<file path="src/hdl/rwh_pkg.sv">
// shared types, event codes and tag constants for the riff/wave header parser
package rwh_pkg;

  localparam int FMT_W = 128;
  localparam int DATA_W = 64;

  localparam logic [2:0] EV_FORMAT  = 3'd0;
  localparam logic [2:0] EV_DATA    = 3'd1;
  localparam logic [2:0] EV_END     = 3'd2;
  localparam logic [2:0] EV_NORIFF  = 3'd3;
  localparam logic [2:0] EV_NOWAVE  = 3'd4;
  localparam logic [2:0] EV_SMALL   = 3'd5;
  localparam logic [2:0] EV_UNKNOWN = 3'd6;
  localparam logic [2:0] EV_TRUNC   = 3'd7;

  localparam logic [31:0] TAG_RIFF = 32'h5249_4646;
  localparam logic [31:0] TAG_WAVE = 32'h5741_5645;
  localparam logic [31:0] TAG_FMT  = 32'h666d_7420;
  localparam logic [31:0] TAG_DATA = 32'h6461_7461;

  localparam logic [31:0] FMT_MIN_SIZE = 32'd16;

  // one queue entry: the results caused by one accepted item
  typedef struct packed {
    logic             ev0_v;
    logic [2:0]       ev0_kind;
    logic             ev1_v;
    logic [2:0]       ev1_kind;
    logic [FMT_W-1:0] payload;
  } rwh_entry_t;

  // leading bytes of a tag seen after byte k of it
  function automatic logic [31:0] tag_prefix(input logic [31:0] tag, input logic [1:0] k);
    logic [31:0] p;
    case (k)
      2'd0:    p = {24'd0, tag[31:24]};
      2'd1:    p = {16'd0, tag[31:16]};
      2'd2:    p = {8'd0, tag[31:8]};
      default: p = tag;
    endcase
    return p;
  endfunction

endpackage

</file>
<file path="src/hdl/rwh_front.sv">
// front end: byte parser state machine that classifies each item into queue entries
module rwh_front
  import rwh_pkg::*;
(
  input  logic       clk,
  input  logic       rst_n,
  input  logic       in_valid,
  output logic       in_ready,
  input  logic [7:0] in_byte_in,
  input  logic       in_end_of_stream,
  input  logic       q_full,
  output logic       q_push,
  output rwh_entry_t q_entry
);

  localparam logic [3:0] PH_RIFF     = 4'd0;
  localparam logic [3:0] PH_FSIZE    = 4'd1;
  localparam logic [3:0] PH_WAVE     = 4'd2;
  localparam logic [3:0] PH_ID       = 4'd3;
  localparam logic [3:0] PH_FMTSIZE  = 4'd4;
  localparam logic [3:0] PH_FMT      = 4'd5;
  localparam logic [3:0] PH_FMTSKIP  = 4'd6;
  localparam logic [3:0] PH_DATASIZE = 4'd7;
  localparam logic [3:0] PH_DATA     = 4'd8;
  localparam logic [3:0] PH_ERR      = 4'd9;

  logic [3:0]       phase_r, phase_nxt;
  logic [3:0]       idx_r, idx_nxt;
  logic [31:0]      shift_r, shift_nxt;
  logic [32:0]      skip_r, skip_nxt;
  logic [31:0]      pos_r, pos_nxt;
  logic [FMT_W-1:0] fmt_r, fmt_nxt;
  logic             err_r, err_nxt;

  logic             accept;
  logic [1:0]       k2;
  logic [31:0]      tag_sh;
  logic [31:0]      size_acc;
  logic             ev0_v, ev1_v;
  logic [2:0]       ev0_kind, ev1_kind;
  logic [31:0]      data_size;

  assign in_ready = !q_full;
  assign accept   = in_valid && in_ready;
  assign k2       = idx_r[1:0];
  assign tag_sh   = {shift_r[23:0], in_byte_in};
  assign size_acc = shift_r | ({24'd0, in_byte_in} << {k2, 3'b000});

  always_comb begin
    phase_nxt = phase_r;
    idx_nxt   = idx_r;
    shift_nxt = shift_r;
    skip_nxt  = skip_r;
    fmt_nxt   = fmt_r;
    err_nxt   = err_r;
    pos_nxt   = (pos_r == 32'hffff_ffff) ? pos_r : pos_r + 32'd1;
    ev0_v     = 1'b0;
    ev0_kind  = EV_FORMAT;
    ev1_v     = 1'b0;
    ev1_kind  = EV_END;
    data_size = size_acc;

    case (phase_r)
      PH_RIFF, PH_WAVE: begin
        if (tag_sh != tag_prefix((phase_r == PH_RIFF) ? TAG_RIFF : TAG_WAVE, k2)) begin
          phase_nxt = PH_ERR;
          err_nxt   = 1'b1;
          shift_nxt = {29'd0, (phase_r == PH_RIFF) ? EV_NORIFF : EV_NOWAVE};
          idx_nxt   = 4'd0;
          ev0_v     = 1'b1;
          ev0_kind  = (phase_r == PH_RIFF) ? EV_NORIFF : EV_NOWAVE;
        end else if (k2 == 2'd3) begin
          phase_nxt = (phase_r == PH_RIFF) ? PH_FSIZE : PH_ID;
          idx_nxt   = 4'd0;
          shift_nxt = 32'd0;
        end else begin
          shift_nxt = tag_sh;
          idx_nxt   = {2'b00, k2} + 4'd1;
        end
      end
      PH_FSIZE: begin
        if (k2 == 2'd3) begin
          phase_nxt = PH_WAVE;
          idx_nxt   = 4'd0;
          shift_nxt = 32'd0;
        end else begin
          shift_nxt = size_acc;
          idx_nxt   = {2'b00, k2} + 4'd1;
        end
      end
      PH_ID: begin
        if (tag_sh != tag_prefix(TAG_FMT, k2) && tag_sh != tag_prefix(TAG_DATA, k2)) begin
          phase_nxt = PH_ERR;
          err_nxt   = 1'b1;
          shift_nxt = {29'd0, EV_UNKNOWN};
          idx_nxt   = 4'd0;
          ev0_v     = 1'b1;
          ev0_kind  = EV_UNKNOWN;
        end else if (k2 == 2'd3) begin
          phase_nxt = (tag_sh == TAG_FMT) ? PH_FMTSIZE : PH_DATASIZE;
          idx_nxt   = 4'd0;
          shift_nxt = 32'd0;
        end else begin
          shift_nxt = tag_sh;
          idx_nxt   = {2'b00, k2} + 4'd1;
        end
      end
      PH_FMTSIZE: begin
        if (k2 == 2'd3) begin
          idx_nxt   = 4'd0;
          shift_nxt = 32'd0;
          if (size_acc < FMT_MIN_SIZE) begin
            phase_nxt = PH_ERR;
            err_nxt   = 1'b1;
            shift_nxt = {29'd0, EV_SMALL};
            ev0_v     = 1'b1;
            ev0_kind  = EV_SMALL;
          end else begin
            skip_nxt  = {1'b0, size_acc} + {32'd0, size_acc[0]} - {1'b0, FMT_MIN_SIZE};
            fmt_nxt   = '0;
            phase_nxt = PH_FMT;
          end
        end else begin
          shift_nxt = size_acc;
          idx_nxt   = {2'b00, k2} + 4'd1;
        end
      end
      PH_FMT: begin
        fmt_nxt[{idx_r, 3'b000} +: 8] = in_byte_in;
        if (idx_r == 4'd15) begin
          idx_nxt = 4'd0;
          if (skip_r == 33'd0) begin
            phase_nxt = PH_ID;
            ev0_v     = 1'b1;
            ev0_kind  = EV_FORMAT;
          end else begin
            phase_nxt = PH_FMTSKIP;
          end
        end else begin
          idx_nxt = idx_r + 4'd1;
        end
      end
      PH_FMTSKIP: begin
        if (skip_r != 33'd0) skip_nxt = skip_r - 33'd1;
        if (skip_r == 33'd0 || skip_r == 33'd1) begin
          phase_nxt = PH_ID;
          ev0_v     = 1'b1;
          ev0_kind  = EV_FORMAT;
        end
      end
      PH_DATASIZE: begin
        if (k2 == 2'd3) begin
          idx_nxt   = 4'd0;
          shift_nxt = 32'd0;
          skip_nxt  = {1'b0, size_acc} + {32'd0, size_acc[0]};
          phase_nxt = (size_acc == 32'd0) ? PH_ID : PH_DATA;
          ev0_v     = 1'b1;
          ev0_kind  = EV_DATA;
        end else begin
          shift_nxt = size_acc;
          idx_nxt   = {2'b00, k2} + 4'd1;
        end
      end
      PH_DATA: begin
        if (skip_r != 33'd0) skip_nxt = skip_r - 33'd1;
        if (skip_r == 33'd0 || skip_r == 33'd1) phase_nxt = PH_ID;
      end
      default: begin
      end
    endcase

    // end of stream: report the outcome, then back to the reset state
    if (in_end_of_stream) begin
      if (err_r) begin
        ev1_v    = 1'b1;
        ev1_kind = shift_r[2:0];
      end else if (!err_nxt) begin
        ev1_v    = 1'b1;
        ev1_kind = (phase_nxt == PH_DATA || (phase_nxt == PH_ID && idx_nxt == 4'd0))
                   ? EV_END : EV_TRUNC;
      end
      phase_nxt = PH_RIFF;
      idx_nxt   = 4'd0;
      shift_nxt = 32'd0;
      skip_nxt  = 33'd0;
      pos_nxt   = 32'd0;
      fmt_nxt   = '0;
      err_nxt   = 1'b0;
    end
  end

  assign q_push           = accept && (ev0_v || ev1_v);
  assign q_entry.ev0_v    = ev0_v;
  assign q_entry.ev0_kind = ev0_kind;
  assign q_entry.ev1_v    = ev1_v;
  assign q_entry.ev1_kind = ev1_kind;
  // data result carries position after this byte and the size field; a format
  // result on the last fmt byte takes that byte straight into the top lane
  assign q_entry.payload  = (ev0_kind == EV_DATA)
                            ? {{(FMT_W-DATA_W){1'b0}},
                               (pos_r == 32'hffff_ffff) ? pos_r : pos_r + 32'd1, data_size}
                            : ((phase_r == PH_FMT) ? {in_byte_in, fmt_r[FMT_W-9:0]} : fmt_r);

  always_ff @(posedge clk) begin
    if (!rst_n) begin
      phase_r <= PH_RIFF;
      idx_r   <= 4'd0;
      shift_r <= 32'd0;
      skip_r  <= 33'd0;
      pos_r   <= 32'd0;
      fmt_r   <= '0;
      err_r   <= 1'b0;
    end else if (accept) begin
      phase_r <= phase_nxt;
      idx_r   <= idx_nxt;
      shift_r <= shift_nxt;
      skip_r  <= skip_nxt;
      pos_r   <= pos_nxt;
      fmt_r   <= fmt_nxt;
      err_r   <= err_nxt;
    end
  end

endmodule

</file>
<file path="src/hdl/rwh_queue.sv">
// small entry queue between the parser front end and the result back end
module rwh_queue
  import rwh_pkg::*;
#(
  parameter int DEPTH = 4
) (
  input  logic       clk,
  input  logic       rst_n,
  input  logic       push,
  input  rwh_entry_t push_entry,
  input  logic       pop,
  output rwh_entry_t head,
  output logic       full,
  output logic       empty
);

  localparam int PTR_W = $clog2(DEPTH);
  localparam int CNT_W = $clog2(DEPTH + 1);

  rwh_entry_t       q_r [DEPTH];
  logic [PTR_W-1:0] wr_ptr_r, rd_ptr_r;
  logic [CNT_W-1:0] count_r;

  assign full  = (count_r == CNT_W'(DEPTH));
  assign empty = (count_r == '0);
  assign head  = q_r[rd_ptr_r];

  always_ff @(posedge clk) begin
    if (push) q_r[wr_ptr_r] <= push_entry;
  end

  always_ff @(posedge clk) begin
    if (!rst_n) begin
      wr_ptr_r <= '0;
      rd_ptr_r <= '0;
      count_r  <= '0;
    end else begin
      if (push) wr_ptr_r <= (wr_ptr_r == PTR_W'(DEPTH - 1)) ? '0 : wr_ptr_r + 1'b1;
      if (pop)  rd_ptr_r <= (rd_ptr_r == PTR_W'(DEPTH - 1)) ? '0 : rd_ptr_r + 1'b1;
      if (push && !pop)      count_r <= count_r + 1'b1;
      else if (pop && !push) count_r <= count_r - 1'b1;
    end
  end

`ifndef SYNTH
  a_cnt_bound: assert property (@(posedge clk) disable iff (!rst_n)
    count_r <= CNT_W'(DEPTH)) else $error("queue count above depth");
  a_no_pop_empty: assert property (@(posedge clk) disable iff (!rst_n)
    pop |-> !empty) else $error("pop from empty queue");
  a_no_push_full: assert property (@(posedge clk) disable iff (!rst_n)
    (push && !pop) |-> !full) else $error("push into full queue");
  a_cnt_track: assert property (@(posedge clk) disable iff (!rst_n)
    (push && !pop) |=> count_r == $past(count_r) + 1'b1) else $error("count lost a push");
`endif

endmodule

</file>
<file path="src/hdl/rwh_back.sv">
// back end: splits queue entries into result items behind an output register
module rwh_back
  import rwh_pkg::*;
(
  input  logic        clk,
  input  logic        rst_n,
  input  rwh_entry_t  head,
  input  logic        q_empty,
  output logic        q_pop,
  output logic        out_valid,
  input  logic        out_ready,
  output logic [2:0]  out_event_kind,
  output logic [15:0] out_compression_code,
  output logic [15:0] out_channel_count,
  output logic [31:0] out_sample_rate,
  output logic [31:0] out_byte_rate,
  output logic [15:0] out_frame_align,
  output logic [15:0] out_sample_bits,
  output logic [31:0] out_payload_offset,
  output logic [31:0] out_payload_size,
  output logic        out_last_of_run
);

  logic             out_valid_r;
  logic             second_r;
  logic [2:0]       kind_r;
  logic             last_r;
  logic [FMT_W-1:0] pay_r;

  logic       load, take, first, last_sel;
  logic [2:0] kind_sel;

  assign load     = !out_valid_r || out_ready;
  assign take     = load && !q_empty;
  assign first    = head.ev0_v && !second_r;
  assign kind_sel = first ? head.ev0_kind : head.ev1_kind;
  assign last_sel = !(first && head.ev1_v);
  assign q_pop    = take && last_sel;

  always_ff @(posedge clk) begin
    if (!rst_n) begin
      out_valid_r <= 1'b0;
      second_r    <= 1'b0;
    end else if (load) begin
      out_valid_r <= take;
      if (take) second_r <= !last_sel;
    end
  end

  always_ff @(posedge clk) begin
    if (take) begin
      kind_r <= kind_sel;
      last_r <= last_sel;
      pay_r  <= head.payload;
    end
  end

  assign out_valid       = out_valid_r;
  assign out_event_kind  = kind_r;
  assign out_last_of_run = last_r;

  always_comb begin
    out_compression_code = 16'd0;
    out_channel_count    = 16'd0;
    out_sample_rate      = 32'd0;
    out_byte_rate        = 32'd0;
    out_frame_align      = 16'd0;
    out_sample_bits      = 16'd0;
    out_payload_offset   = 32'd0;
    out_payload_size     = 32'd0;
    if (kind_r == EV_FORMAT) begin
      out_compression_code = pay_r[15:0];
      out_channel_count    = pay_r[31:16];
      out_sample_rate      = pay_r[63:32];
      out_byte_rate        = pay_r[95:64];
      out_frame_align      = pay_r[111:96];
      out_sample_bits      = pay_r[127:112];
    end else if (kind_r == EV_DATA) begin
      out_payload_offset = pay_r[63:32];
      out_payload_size   = pay_r[31:0];
    end
  end

endmodule

</file>
<file path="src/hdl/riff_wave_header_parser.sv">
// top level of the riff/wave header parser: front end, entry queue, back end
//
// usage
//   input channel: one file byte per item (in_byte_in), with in_end_of_stream
//     marking the last byte of a file; taken when in_valid and in_ready are high
//   result channel: format, data-found, outcome and error items on out_*;
//     out_last_of_run marks the final item caused by one input byte
// throughput
//   one byte per cycle while the queue is not full; a byte never causes
//   more than two result items, and the back end drives one item per cycle
//   while out_ready is high, popping an entry only after its last item
// result path
//   a result passes through the queue and then the output register before
//   it shows on out_valid
// stalls
//   the front end parses into a QUEUE_DEPTH entry queue; in_ready drops only
//   when that queue is full, so a stalled receiver is absorbed until it fills
// reset
//   rst_n clears the parse state, the queue and the output register; the block
//   is ready for a new file as soon as reset is released
module riff_wave_header_parser
  import rwh_pkg::*;
#(
  parameter int QUEUE_DEPTH = 4
) (
  input  logic        clk,
  input  logic        rst_n,
  input  logic        in_valid,
  output logic        in_ready,
  input  logic [7:0]  in_byte_in,
  input  logic        in_end_of_stream,
  output logic        out_valid,
  input  logic        out_ready,
  output logic [2:0]  out_event_kind,
  output logic [15:0] out_compression_code,
  output logic [15:0] out_channel_count,
  output logic [31:0] out_sample_rate,
  output logic [31:0] out_byte_rate,
  output logic [15:0] out_frame_align,
  output logic [15:0] out_sample_bits,
  output logic [31:0] out_payload_offset,
  output logic [31:0] out_payload_size,
  output logic        out_last_of_run
);

  // queue handshake between the two halves
  logic       q_full, q_empty, q_push, q_pop;
  rwh_entry_t q_in, q_head;

  // parser state machine, one byte per accepted item
  rwh_front u_front (
    .clk              (clk),
    .rst_n            (rst_n),
    .in_valid         (in_valid),
    .in_ready         (in_ready),
    .in_byte_in       (in_byte_in),
    .in_end_of_stream (in_end_of_stream),
    .q_full           (q_full),
    .q_push           (q_push),
    .q_entry          (q_in)
  );

  // each entry holds every result of one byte
  rwh_queue #(
    .DEPTH (QUEUE_DEPTH)
  ) u_queue (
    .clk        (clk),
    .rst_n      (rst_n),
    .push       (q_push),
    .push_entry (q_in),
    .pop        (q_pop),
    .head       (q_head),
    .full       (q_full),
    .empty      (q_empty)
  );

  // splits entries into items and holds the output register
  rwh_back u_back (
    .clk                  (clk),
    .rst_n                (rst_n),
    .head                 (q_head),
    .q_empty              (q_empty),
    .q_pop                (q_pop),
    .out_valid            (out_valid),
    .out_ready            (out_ready),
    .out_event_kind       (out_event_kind),
    .out_compression_code (out_compression_code),
    .out_channel_count    (out_channel_count),
    .out_sample_rate      (out_sample_rate),
    .out_byte_rate        (out_byte_rate),
    .out_frame_align      (out_frame_align),
    .out_sample_bits      (out_sample_bits),
    .out_payload_offset   (out_payload_offset),
    .out_payload_size     (out_payload_size),
    .out_last_of_run      (out_last_of_run)
  );

endmodule
</file>
<file path="config.mk">
export PLATFORM = sky130hd
export DESIGN_NAME = riff_wave_header_parser
export DESIGN_NICKNAME = d
export VERILOG_FILES = /design/src/hdl/rwh_pkg.sv /design/src/hdl/rwh_front.sv /design/src/hdl/rwh_queue.sv /design/src/hdl/rwh_back.sv /design/src/hdl/riff_wave_header_parser.sv
export SDC_FILE = /design/constraint.sdc
export NUM_CORES = 1
export LEC_CHECK = 0
export BUFFER_PORTS_ARGS = -buffer_cell sky130_fd_sc_hd__buf_2
export CAP_MARGIN = 20
export CORE_MARGIN = 5
export CORE_UTILIZATION = 55
export DETAILED_ROUTE_END_ITERATION = 10
export GPL_ROUTABILITY_DRIVEN = 0
export GPL_TIMING_DRIVEN = 0
export PLACE_DENSITY_LB_ADDON = 0.15
export REMOVE_ABC_BUFFERS = 1
export SYNTH_ARGS = -nofsm -noshare
export SYNTH_HDL_FRONTEND = slang
export SYNTH_SLANG_ARGS = --single-unit
</file>
<file path="constraint.sdc">
create_clock -name clk -period 22.1 [get_ports clk]
set_clock_uncertainty 0.1 [all_clocks]
set_input_delay 4.42 -clock clk [delete_from_list [all_inputs] [get_ports clk]]
set_output_delay 4.42 -clock clk [all_outputs]
set_load 0.05 [all_outputs]
</file>
==> results of run 1 <==
-- routing by layer --
metal	part of all wire (%)	vias to the layer above	GRT usage (%)
met2	49	1355	42.4
met3	7.5	269	4.29
met4	3.5	0	8.72
met1	41	14200	34.3
li1	-	12900	-
met5	0	-	0
-- cell type report --
class | count | area [um^2]
inverters | 37 | 146
flip-flops and latches | 921 | 25200
multi-input cells | 2207 | 15100
diodes | 1 | 2.50
clock inverters | 51 | 469
fillers | 5557 | 27700
clock buffers | 123 | 2520
well taps | 969 | 1210
repair buffers | 256 | 1990
-- sequential cells by signal, summed over array words and instances, names as in the netlist, 4 cells and up, named ones only --
name             cells
u_front.skip_r      33
u_front.shift_r     32
u_front.phase_r      4
u_front.pos_r       32
u_back.pay_r       128
u_queue.q_r        544
u_front.fmt_r      128
u_front.idx_r        4
-- worst reg2reg max path, cell delays in order (launching register included) --
cell	delay (ps)
dfxtp_2	1000
ha_1	850
clkinv_1	810
ha_1	550
nor2_1	150
nand4_1	100
or4_1	520
a21oi_1	710
o22ai_1	300
nor3_1	240
a21bo_2	290
o21ai_0	400
inv_1	200
ha_1	270
inv_1	90
fa_1	190
xor2_1	70
or3_1	320
a21oi_1	180
-- power breakdown --
group | internal (W) | switching (W)
clock network | 0.000868 | 0.000663
registers | 0.00215 | 0.000111
logic | 0.000398 | 0.000780
total | 0.00341 | 0.00155
-- per-stage QoR --
step,worst slack [ps],power (W)
finish,12960,0.00497
global route,12790,0.00517
CTS,13130,0.00501
detailed placement,12440,0.00349
global placement,3550,0.00356
floorplan,8790,0.00316
-- how the worst min path moves through the flow --
| stage | start | endpoint | slack, ps | depth (start not counted) |
|---|---|---|---|---|
| finish | u_front.fmt_r[65]$_SDFFE_PN0P_ | u_front.fmt_r[65]$_SDFFE_PN0P_ | 360 | 2 |
| detailed placement | u_front.fmt_r[67]$_SDFFE_PN0P_ | u_front.fmt_r[67]$_SDFFE_PN0P_ | 340 | 2 |
| floorplan | u_front.fmt_r[64]$_SDFFE_PN0P_ | u_front.fmt_r[64]$_SDFFE_PN0P_ | 330 | 2 |
| global placement | u_front.fmt_r[68]$_SDFFE_PN0P_ | u_front.fmt_r[68]$_SDFFE_PN0P_ | 330 | 2 |
| global route | u_front.fmt_r[69]$_SDFFE_PN0P_ | u_front.fmt_r[69]$_SDFFE_PN0P_ | 380 | 2 |
| CTS | u_front.fmt_r[65]$_SDFFE_PN0P_ | u_front.fmt_r[65]$_SDFFE_PN0P_ | 360 | 2 |
-- cell usage in the layout, fill, tap and decap left out, types with 19 or more instances in the layout --
cell type  instances
o21ai_0          145
and2_1           258
edfxtp_1         676
nand2_1          223
nor2_1           390
inv_1             34
mux4_2           136
xnor2_1           62
or3_1             26
xor2_1            38
a32oi_1           19
buf_16            23
a22oi_1          112
dfxtp_1          241
nand4_1           32
clkbuf_16         93
nor3_1            52
a21o_1            21
a21oi_1          210
clkbuf_1          22
ha_1              31
buf_2            211
nand3_1           79
nor4_1            37
a31oi_1           19
and3_1            23
-- kinds of logic after synthesis --
group | after synthesis
compound gates | 659
xor+xnor | 101
fa+ha+maj | 32
buf+inv | 267
flops | 921
mux | 156
simple gates | 1259
==> impl_summary.log, run 1 <==
[metrics] DIE HEIGHT: 284 um
[metrics] launch point of the worst path: in_byte_in[2]
[metrics] final core utilization: 62.7%
[metrics] list of cells traversed by the critical path: buf_2 -> ha_1 -> nor2_1 -> nand4_1 -> or4_1 -> a21oi_1 -> o22ai_1 -> nor3_1 -> a21bo_2 -> o21ai_0 -> inv_1 -> ha_1 -> inv_1 -> fa_1 -> xor2_1 -> or3_1 -> a21oi_1
[metrics] Critical Path Sink: u_queue.count_r[2]$_SDFFE_PN0P_
[metrics] Worst IR Drop VDD: 0.0638 mV
[metrics] Skew-Pair Late Insertion Delay: 660 ps
[metrics] count leader, synth: edfxtp_1
[metrics] area leader, netlist: edfxtp_1
[metrics] synthesized flop and latch total: 921
[metrics] number of buffers created by CTS: 92
[metrics] post-CTS sizing: 0
[metrics] Syn Std Cell Area: 41300 um^2
[metrics] fraction of the mapped netlist area in simple logic gates: 15.4%
[metrics] Core Region: 74400 um^2
[metrics] Synth Area in Compound Gates: 10.0%
[metrics] Buf/Inv on CP: 3
[metrics] vias in the first global route: 28.3k
[metrics] count of different cell masters after synthesis: 92
[metrics] fraction of final layout cells with drive strength greater than 1: 16.4%
[metrics] setup repair after global routing missed its margin: no
[metrics] Min Hold Slack: 355 ps
[metrics] count of flip-flops with a built-in enable after synthesis: 676
[metrics] count of antenna-violating nets left after detailed routing: 0
[metrics] pin count of the biggest net entering global routing: 137
[metrics] class of the tightest hold or removal check: flip-flop to flip-flop
[metrics] Inst Count DP: 4387
[metrics] largest incremental delay on the critical path: 730 ps
[metrics] final total negative setup slack: 0 ps
[metrics] site row count: 100
[metrics] Hold Buf Count CTS: 0
[metrics] clock root buffer master: clkbuf_16
[metrics] combinational family with the most area after synthesis: simple AND/OR/NAND/NOR gates
[metrics] 1st-iter DRT viols: 3723
[metrics] aggregate global-route resource usage: 25.5%
[metrics] mux contribution to synthesized area: 7.91%
[metrics] DPL Wire Length: 68.9 mm
[metrics] number of warnings reported in the yosys synthesis log: 0
[metrics] total wirelength of the detailed-routed design: 106 mm
[metrics] Max Transition Viols Final: 0
[metrics] transition at the pin with the smallest max-transition slack: 1220 ps
[metrics] IO Port Bufs: 210
[metrics] wire length of the first global-routing pass: 163 mm
[metrics] Sinks on Clock Net: 921
[metrics] family of cells with the greatest summed delay on the critical path: compound AO/OA/AOI/OAI gates
[metrics] post-synth top area share: 49.1%
[metrics] reg-to-reg endpoint: u_queue.count_r[2]$_SDFFE_PN0P_
[metrics] fraction of registers with async set or reset after synthesis: 0%
[metrics] crit path capture type: flip-flop
[metrics] final standard cell area without fillers: 46700 um^2
[metrics] synth top area cells: edfxtp_1 (49%), dfxtp_1 (12%), mux4_2 (7.4%)
[metrics] average wire per cell in the routed design: 23.2 um
[metrics] sequential element share of the synthesized area: 61.0%
[metrics] CTS clock-pin slew for the worst setup and hold paths: 60 ps
[metrics] ranking of synthesized cells by instance count: edfxtp_1 (676), nor2_1 (392), and2_1 (262), dfxtp_1 (245), nand2_1 (224)
[metrics] critical path type: input port to flip-flop
[metrics] Adder-Cell Fraction of Synth Area: 0.987%
[metrics] 1st-pass router iterations: 9
[metrics] average footprint of a synthesized cell: 12.2 um^2
[metrics] upper clock frequency limit: 109 MHz
[metrics] worst endpoint data arrival time: 9610 ps
[metrics] Post-Layout Cell Count: 4565
[metrics] Vias: 28.7k
[metrics] antenna violations before repair: 0
[metrics] instance count of the mapped netlist: 3395
[metrics] Overflow after GRT: 0
[metrics] buffers inserted by post-CTS timing repair: 0
[metrics] relative area change from synthesis to final layout: 13.0%
[metrics] cell depth of the worst flop-to-flop path: 18
[metrics] critical path data required time: 22570 ps
[metrics] Die ar.: 80700 um^2
[metrics] result of the run: finished, final reports clean
[metrics] worst reg2reg setup slack: 14680 ps
[metrics] Post-Synth XOR/XNOR Area: 2.16%
[metrics] cell with the largest stage delay on the worst path: buf_2
[metrics] placed cell area: 43600 um^2
[metrics] static leakage power: 16.2 nW
[metrics] total number of nets in the final design: 3560
[metrics] ratio of routed vias to standard cells: 6.29
[metrics] clock tree from TritonCTS: built
[metrics] reg-to-reg startpoint: u_front.idx_r[1]$_SDFFE_PN0P_
[metrics] starting density of the core: 55.5%
[metrics] depth of the critical timing path with buffers and inverters included: 17
[metrics] Horiz. Die Dim: 284 um
[metrics] predominant post-synthesis flop cell: edfxtp_1
[metrics] number of endpoints with negative hold slack in the final report: 0
[metrics] final setup violation count: 0
[metrics] deepest level of the CTS H-tree: 3
[metrics] number of design rule violations left after detail routing: 0
[metrics] number of top-level pins: 211
[metrics] normalized max-slew margin: 18.6%
[metrics] final critical path time including I/O delays and setup: 9140 ps
[metrics] type of element launching the critical path: input port
[metrics] count of max-cap constraint violations: 0
[metrics] power density over the cells: 106 nW/um^2
[metrics] buffer levels on the longest clock path: 3
[metrics] maximum fanout encountered on the critical timing path: 27
[metrics] Final Cycle Share: 41.4%
(Power assumes the default switching activity.)
==> inputs of run 2 (changes only) <==
==> constraint.sdc (replaced) <==
create_clock -name clk -period 8.15 [get_ports clk]
set_clock_uncertainty 0.1 [all_clocks]
set_input_delay 1.63 -clock clk [delete_from_list [all_inputs] [get_ports clk]]
set_output_delay 1.63 -clock clk [all_outputs]
set_load 0.05 [all_outputs]
==> run 2 against run 1 <==
Against the previous run: largest cell class unchanged; non-clock buffer count unchanged; final cell count unchanged; critical path type is now flip-flop to flip-flop; sequential cell count unchanged; first-iteration DRC count decreased by 1.5%; sequential power increased to 2.7 times the previous value; register-to-register slack got worse by 14000 ps.
==> impl_summary.log, run 2 (synthesis results as in run 1) <==
[metrics] result of the run: finished, final reports clean
[metrics] Min Hold Slack: 355 ps
[metrics] final total negative setup slack: 0 ps
[metrics] setup repair after global routing missed its margin: no
[metrics] setup ws final: 783 ps
[metrics] clock tree from TritonCTS: built
[metrics] DPL Wire Length: 68.9 mm
[metrics] ratio of routed vias to standard cells: 6.31
[metrics] Horiz. Die Dim: 284 um
[metrics] final critical path time including I/O delays and setup: 7370 ps
[metrics] clock root buffer master: clkbuf_16
[metrics] buffer levels on the longest clock path: 3
[metrics] Die ar.: 80700 um^2
[metrics] transition at the pin with the smallest max-transition slack: 1170 ps
[metrics] buffers inserted by post-CTS timing repair: 0
[metrics] critical path data required time: 8620 ps
[metrics] largest registers in the final layout: u_queue.q_r (544), u_back.pay_r (128), u_front.fmt_r (128)
[metrics] count of antenna-violating nets left after detailed routing: 0
[metrics] aggregate global-route resource usage: 25.5%
[metrics] setup slack after placement: 988 ps
[metrics] post-CTS sizing: 0
[metrics] max reg flops: 544
[metrics] static leakage power: 16.2 nW
[metrics] Core Region: 74400 um^2
[metrics] number of design rule violations left after detail routing: 0
[metrics] commonest non-fill, non-tap cell in the layout: edfxtp_1
[metrics] Sinks on Clock Net: 921
[metrics] final setup violation count: 0
[metrics] normalized max-slew margin: 21.4%
[metrics] Hold Buf Count CTS: 0
[metrics] starting density of the core: 55.5%
[metrics] Final Cycle Share: 90.4%
[metrics] CTS clock-pin slew for the worst setup and hold paths: 60 ps
[metrics] highest-count cells in the layout ignoring fill and taps: edfxtp_1 (676), nor2_1 (390), and2_1 (258), dfxtp_1 (241), nand2_1 (223)
[metrics] Inst Count DP: 4387
[metrics] crit path capture type: flip-flop
[metrics] critical path type: flip-flop to flip-flop
[metrics] Worst IR Drop VDD: 0.173 mV
[metrics] fraction of final layout cells with drive strength greater than 1: 16.4%
[metrics] number of endpoints with negative hold slack in the final report: 0
[metrics] power density over the cells: 288 nW/um^2
[metrics] relative area change from synthesis to final layout: 13.0%
[metrics] class of the tightest hold or removal check: flip-flop to flip-flop
[metrics] number of buffers created by CTS: 92
[metrics] IO Port Bufs: 210
[metrics] total of fill cells in the finished design: 5557
[metrics] Post-Layout Cell Count: 4565
[metrics] deepest level of the CTS H-tree: 3
[metrics] pin count of the biggest net entering global routing: 137
[metrics] total wirelength of the detailed-routed design: 106 mm
[metrics] Max Transition Viols Final: 0
[metrics] 1st-iter DRT viols: 3668
[metrics] final standard cell area without fillers: 46700 um^2
[metrics] Skew-Pair Late Insertion Delay: 660 ps
[metrics] DIE HEIGHT: 284 um
[metrics] number of top-level pins: 211
[metrics] antenna violations before repair: 0
[metrics] placed cell area: 43600 um^2
[metrics] wire length of the first global-routing pass: 163 mm
[metrics] maximum fanout encountered on the critical timing path: 48
[metrics] Vias: 28.8k
[metrics] average wire per cell in the routed design: 23.2 um
[metrics] count of max-cap constraint violations: 0
[metrics] register with the highest flop count: u_queue.q_r
[metrics] site row count: 100
[metrics] type of element launching the critical path: flip-flop
[metrics] worst endpoint data arrival time: 7830 ps
[metrics] Overflow after GRT: 0
[metrics] upper clock frequency limit: 136 MHz
[metrics] 1st-pass router iterations: 6
[metrics] total number of nets in the final design: 3560
[metrics] vias in the first global route: 28.3k
-- run 2: cell counts in the layout (fill, tap and decap cells not counted) --
Identical to the previous run, type by type.
-- run 2: where the power goes --
| group | internal (W) | switching [W] |
|---|---|---|
| Combinational | 0.00108 | 0.00211 |
| Clock | 0.00235 | 0.00180 |
| Sequential | 0.00582 | 0.000300 |
| Total | 0.00926 | 0.00421 |
-- run 2: layout make-up --
type	count	area, um^2	area share, %
antenna	1	2.50	0.00536
clock inverter	51	469	1.00
sequential	921	25200	54.0
inverter	37	146	0.313
timing repair buffer	256	1990	4.27
tap	969	1210	2.60
clock buffer	123	2520	5.40
multi-input combinational	2207	15100	32.4
-- run 2: per-stage QoR --
step                      total power [W]  util [%]
after floorplan                   0.00858         -
after global placement            0.00972      57.3
after detailed placement          0.00945      58.6
after CTS                          0.0136      62.6
after global routing               0.0140      62.7
final                              0.0135      62.7
-- run 2: final timing paths --
kind / startpoint / endpoint / slack (ps) / cells after the start
worst min register to register: u_front.fmt_r[65]$_SDFFE_PN0P_ / u_front.fmt_r[65]$_SDFFE_PN0P_ / 360 / 2
worst max-delay path: u_front.idx_r[1]$_SDFFE_PN0P_ / u_queue.count_r[2]$_SDFFE_PN0P_ / 780 / 18
worst min-delay path: u_front.fmt_r[65]$_SDFFE_PN0P_ / u_front.fmt_r[65]$_SDFFE_PN0P_ / 360 / 2
worst max register to register: u_front.idx_r[1]$_SDFFE_PN0P_ / u_queue.count_r[2]$_SDFFE_PN0P_ / 780 / 18
-- run 2: per-layer routing --
metal  vias to the layer above  GRT usage, %  share of wire, %
met1                     14200          34.3                40
met3                       289          4.13               7.7
met2                      1408          42.5                48
met5                         -             0                 0
li1                      12900             -                 -
met4                         0          8.95               3.7
-- run 2: critical path, stage by stage (launching register included) --
cell and delay, ps:
dfxtp_2 990, ha_1 830, clkinv_1 800, ha_1 550, nor2_1 140, nand4_1 100
or4_1 520, a21oi_1 690, o22ai_1 300, nor3_1 240, a21bo_2 290, o21ai_0 390
inv_1 200, ha_1 270, inv_1 90, fa_1 190, xor2_1 70, or3_1 320
a21oi_1 180
